===== src/rtl/cot_ram.sv =====
// Generic single-write, single-read RAM with a registered read port.
// No dependencies.
module cot_ram #(
  parameter int WIDTH = 8,
  parameter int DEPTH = 16
) (
  input  logic                     clk,
  input  logic                     we,
  input  logic [$clog2(DEPTH)-1:0] waddr,
  input  logic [WIDTH-1:0]         wdata,
  input  logic [$clog2(DEPTH)-1:0] raddr,
  output logic [WIDTH-1:0]         rdata
);

  logic [WIDTH-1:0] mem [DEPTH];

  always_ff @(posedge clk) begin
    if (we) begin
      mem[waddr] <= wdata;
    end
    rdata <= mem[raddr];
  end

endmodule


===== config.mk =====
export PLATFORM = sky130hd
export DESIGN_NAME = cot_ram
export DESIGN_NICKNAME = d
export VERILOG_FILES = /design/src/rtl/cot_ram.sv
export SDC_FILE = /design/constraint.sdc
export NUM_CORES = 1
export LEC_CHECK = 0
export BUFFER_PORTS_ARGS = -buffer_cell sky130_fd_sc_hd__buf_2
export CORE_MARGIN = 8
export CORE_UTILIZATION = 60
export DETAILED_ROUTE_END_ITERATION = 12
export GPL_TIMING_DRIVEN = 0
export PLACE_DENSITY_LB_ADDON = 0.1
export SLEW_MARGIN = 10
export SYNTH_ARGS = -nofsm -noshare
export SYNTH_HDL_FRONTEND = slang
export SYNTH_SLANG_ARGS = --single-unit

===== constraint.sdc =====
create_clock -name clk -period 2.3 [get_ports clk]
set_input_delay 0.23 -clock clk [delete_from_list [all_inputs] [get_ports clk]]
set_output_delay 0.23 -clock clk [all_outputs]
set_load 0.03 [all_outputs]

# After elaboration in Yosys (flattened, before gate mapping)
# Memory sizes are Yosys's and may differ from the RTL's. A register that Yosys moved wholly into a read port is not among the register bits.
# Index checks and enable logic that the tools add are counted.
[totals]
regBits = 0
latch_bits = 0
ramBits = 128
rom_bits = 0
input_bits = 18
mem_count = 1
[classes]
n_addsub = 0
multipliers = 0
div_mod_pow = 0
magnitude_cmp = 0
n_eq_ne = 0
shift = 0
mux = 2
bitwise_logic = 0
reduce_logical = 0
[memory_table]
columns = ["memory", "words", "width", "read_ports", "rd_clocked_by_memory_dff", "wr", "line_no", "rtl"]
rows = [
  ["mem", 16, 8, 1, 1, 1, "15", "logic [WIDTH-1:0] mem [DEPTH];"],
]
[ops]
columns = ["cell", "n"]
rows = [
  ["$mux W1", 2],
]

# Logic depth before layout (Yosys ltp)
[depth]
word_depth = 2
ltp_mapped = 5
ltp_nobuf = 3

# Worst setup path before layout
# Ideal clock, no wire load.
[synth_timing]
path_kind = "input to register"
startpoint = "in waddr[2]"
endpoint = "mem mem[0][0] (enable)"
setup_time_ns = 0.383
t_arrival_ns = 1.340
required_time_ns = 1.917
path_slack_ns = 0.577
stages = 2
path_cell_list = "or3b_2 nor3_1"
[synth_rtl]
columns = ["element", "line_no", "rtl"]
rows = [
  ["from (decl)", "9", "input logic [$clog2(DEPTH)-1:0] waddr,"],
  ["to (decl)", "15", ""],
]
# Straight into the memory's write port.

# Final worst setup path
[layout_timing]
startpoint = "in waddr[2]"
endpoint = "mem mem[8][4] (enable)"
# Straight into the memory's write port.

==> summary.txt <==
YOSYS
-------------------------------------------------------------------------------------------
Post-synthesis cell type count                                                           19
Post-synth ARST share                                                                     0
Top-area cell type share of the netlist area                                         0.7467
Seq/Total Area, Yosys                                                                0.7778
Number of synthesized register bits                                                     136
Most used standard cells in the synthesized netlist                            128 x edfxtp_1, 18 x mux4_2, 16 x a22oi_1, 14 x mux4_1, 13 x nor2_1
Number of enable flip-flop cells after synthesis                                        128
Synthesized instance count                                                              229
Synth Area per Inst                                                              22.48 um^2
Net count after synthesis                                                               247
Most common flop cell mapped by yosys                                              edfxtp_1
Library cell with the largest summed area after synthesis                          edfxtp_1
Netlist area before placement                                                     5147 um^2
Most numerous cell in the Yosys netlist                                            edfxtp_1
Count of synthesis-stage warnings from yosys                                              0
Ranking of synthesized cells by area                                           edfxtp_1 75%, mux4_2 7.9%, mux4_1 7.1%, dfxtp_1 3.1%, a22oi_1 2.3%

TIMING
-------------------------------------------------------------------------------------------
Slew Viols, Final                                                                         0
Headroom to the max-slew limit                                                       0.1986
Crit share post-route                                                                0.6225
Setup violators final                                                                     0
Number of hold violations in the final report                                             0
Fmax                                                                             0.6985 GHz
Min Clock Period, post-route                                                       1.432 ns
RSZ-0062 raised after global routing                                                     no
Min setup slack post-route                                                        0.8683 ns
Clock Skews                                                                     0.007126 ns
Slew at the pin closest to its max-slew limit                                      1.193 ns

STATUS
-------------------------------------------------------------------------------------------
Outcome                                                                        finished, final reports clean

WORST SETUP PATH
-------------------------------------------------------------------------------------------
Maximum fanout encountered on the critical timing path                                    8
Worst endpoint data arrival time                                                    1.55 ns
Flop-to-flop setup slack                                                            0.90 ns
Top cell family by delay on the critical path                                  simple AND/OR/NAND/NOR gates
Delay contributed by the slowest stage of the critical path                         0.95 ns
Crit-path slowest cell                                                               nor3_1
Worst Path Required                                                                 2.42 ns
Reg-to-reg endpoint                                                            rdata[4]$_DFF_P_
Cells on worst reg2reg path                                                               3
Cells along the critical path                                                  buf_2, nand3b_1, nor3_1
Kind of start point of the critical path                                         input port
Buffers plus inverters on the worst setup path                                            1
Element type at the critical path end                                                  flop
Setup CP Type                                                                     in -> reg
Reg-to-Reg Start                                                               mem[9][4]$_DFFE_PP_

FLOORPLAN
-------------------------------------------------------------------------------------------
Die width                                                                          108.6 um
Top-Level Pins                                                                           26
Floorplan die height                                                               108.6 um
Core Box Area                                                                     8258 um^2
Row Count                                                                                33
Area of the die                                                                 11,800 um^2
Effective utilization at floorplan                                                   0.6233

PLACEMENT
-------------------------------------------------------------------------------------------
Total placed cells including tap cells                                                  358
Dpl ws                                                                          -0.01423 ns
Routability Congestion                                                               0.7248
Placed standard-cell area                                                         5399 um^2
HPWL after detailed placement                                                       6046 um
PortBufs                                                                                 24

GLOBAL ROUTING
-------------------------------------------------------------------------------------------
Maximum number of pins on one net before global-route repair                             17
First-pass GRT wire length                                                        14,500 um
Via count of the first global-routing pass                                            2,445
Residual overflow from global routing                                                     0
All-Layer GR Usage                                                                   0.1783
Number of antenna violations at the first check in global routing                         0

DRT
-------------------------------------------------------------------------------------------
Total number of vias                                                                  2,402
Via density per instance                                                              6.159
# DRC                                                                                     0
Routed wirelength normalized by instance count                                     24.77 um
DRT Wirelength                                                                      9659 um
Routed Antenna Nets                                                                       0
Detailed Routing Iterations Pass 1                                                        4
Number of design-rule violations left by the first detailed-router iteration            141

MIN PATH
-------------------------------------------------------------------------------------------
Hold depth                                                                                1
Kind of path behind the tightest hold check                                       in -> reg
Startpoint of the worst hold path                                                  wdata[2]
Endpoint, Worst Hold                                                           mem[10][2]$_DFFE_PP_

POWER AND IR DROP
-------------------------------------------------------------------------------------------
Power Dens Cells                                                               977.9 nW/um^2
Highest ir drop seen on vdd                                                       0.7019 mV
Total leakage power                                                                2.043 nW

FINAL LAYOUT
-------------------------------------------------------------------------------------------
NumNets Final                                                                           290
Final non-filler cell total                                                             390
Synth-to-Final Area Change                                                           17.11%
ANT cells                                                                                 0
Fraction of final layout cells sized beyond drive strength 1                         0.2912
Cell area after layout                                                            6028 um^2

CTS
-------------------------------------------------------------------------------------------
Number of clock sinks                                                                   136
TritonCTS clock tree                                                                    yes
Worst-path clk slew                                                                 0.06 ns
Latest clock arrival within the worst-skew pair                                     0.51 ns
Library cell used as clock root buffer                                             clkbuf_8
Buffers inserted by post-CTS timing repair                                                0
Maximum root-to-sink buffer count                                                         2
Number of H-tree branching levels                                                         4
Inserted Clock Buffers                                                                   17
Cts hold-fix bufs                                                                         0
Post-CTS resize count                                                                     0

JOB
-------------------------------------------------------------------------------------------
Max-Cap Viols                                                                             0

[worst max-delay path by stage]
stage / start / to / cells after the start
after floorplan: waddr[2] / mem[0][0]$_DFFE_PP_ / 2
after global routing: waddr[2] / mem[8][4]$_DFFE_PP_ / 3
after detailed placement: waddr[2] / mem[0][7]$_DFFE_PP_ / 3
after CTS: waddr[2] / mem[0][6]$_DFFE_PP_ / 3
final: waddr[2] / mem[8][4]$_DFFE_PP_ / 3
after global placement: waddr[2] / mem[0][7]$_DFFE_PP_ / 3
[logic make-up after synthesis]
family | after synthesis | share of synthesized area
buf+inv | 10 | 0.01677
compound gates | 16 | 0.02334
flops | 136 | 0.7778
simple gates | 35 | 0.03184
mux | 32 | 0.1502
[flip-flops by register name, summed over array words and instances (netlist names)]
signal  flops
rdata       8
mem       128
[power by group]
part	internal [W]	switching, W
logic	0.000110	0.000184
clock network	0.00186	0.000952
registers	0.00277	0.0000146
total	0.00475	0.00115
[worst reg2reg max path: cells and delay by family, from the launching register on]
kind / cells / cell delay [ns]
flops: 1 / 0.35
mux: 1 / 0.51
simple gates: 1 / 0.14
compound gates: 1 / 0.28
[area by class of cell]
cell class,instances,area (um^2)
Buffer,10,86.33
Clock buffer,19,421.7
Clock inverter,13,202.7
Fill cell,463,2230
Multi-Input combinational cell,83,1062
Sequential cell,136,4004
Tap cell,105,131.4
Timing Repair Buffer,24,120.1
[placed cells by master, fill, tap and decap left out, types with 3 or more instances in the layout]
cell type / instances
dfxtp_1: 8
buf_2: 27
bufinv_16: 5
a22oi_1: 16
nor3_1: 3
clkdlybuf4s25_2: 3
clkbuf_16: 16
mux4_1: 14
buf_6: 3
clkinv_2: 3
clkinv_4: 3
edfxtp_1: 128
nand2_1: 9
mux4_2: 18
nor2_1: 13
[routing by layer]
layer  vias to the layer above  track usage  share of wire
li1                       1062            -              -
met1                      1212       0.2478           0.40
met2                       119       0.2690           0.50
met3                         9      0.04661          0.085
met4                         0      0.06452         0.0083
met5                         -            0              0
[stage by stage]
step	TNS [ns]	hold slack, ns	power (W)	utilization
6_report	0	0.1213	0.005895	0.7300
2_1_floorplan	0	0.3289	0.003008	-
3_5_place_dp	-0.1108	0.6479	0.003131	0.6538
4_1_cts	0	0.1193	0.005920	0.7294
3_3_place_gp	0	0.6315	0.003121	0.6538
5_1_grt	0	0.1100	0.006053	0.7300
Note: power is estimated with default switching activity, not from simulation.
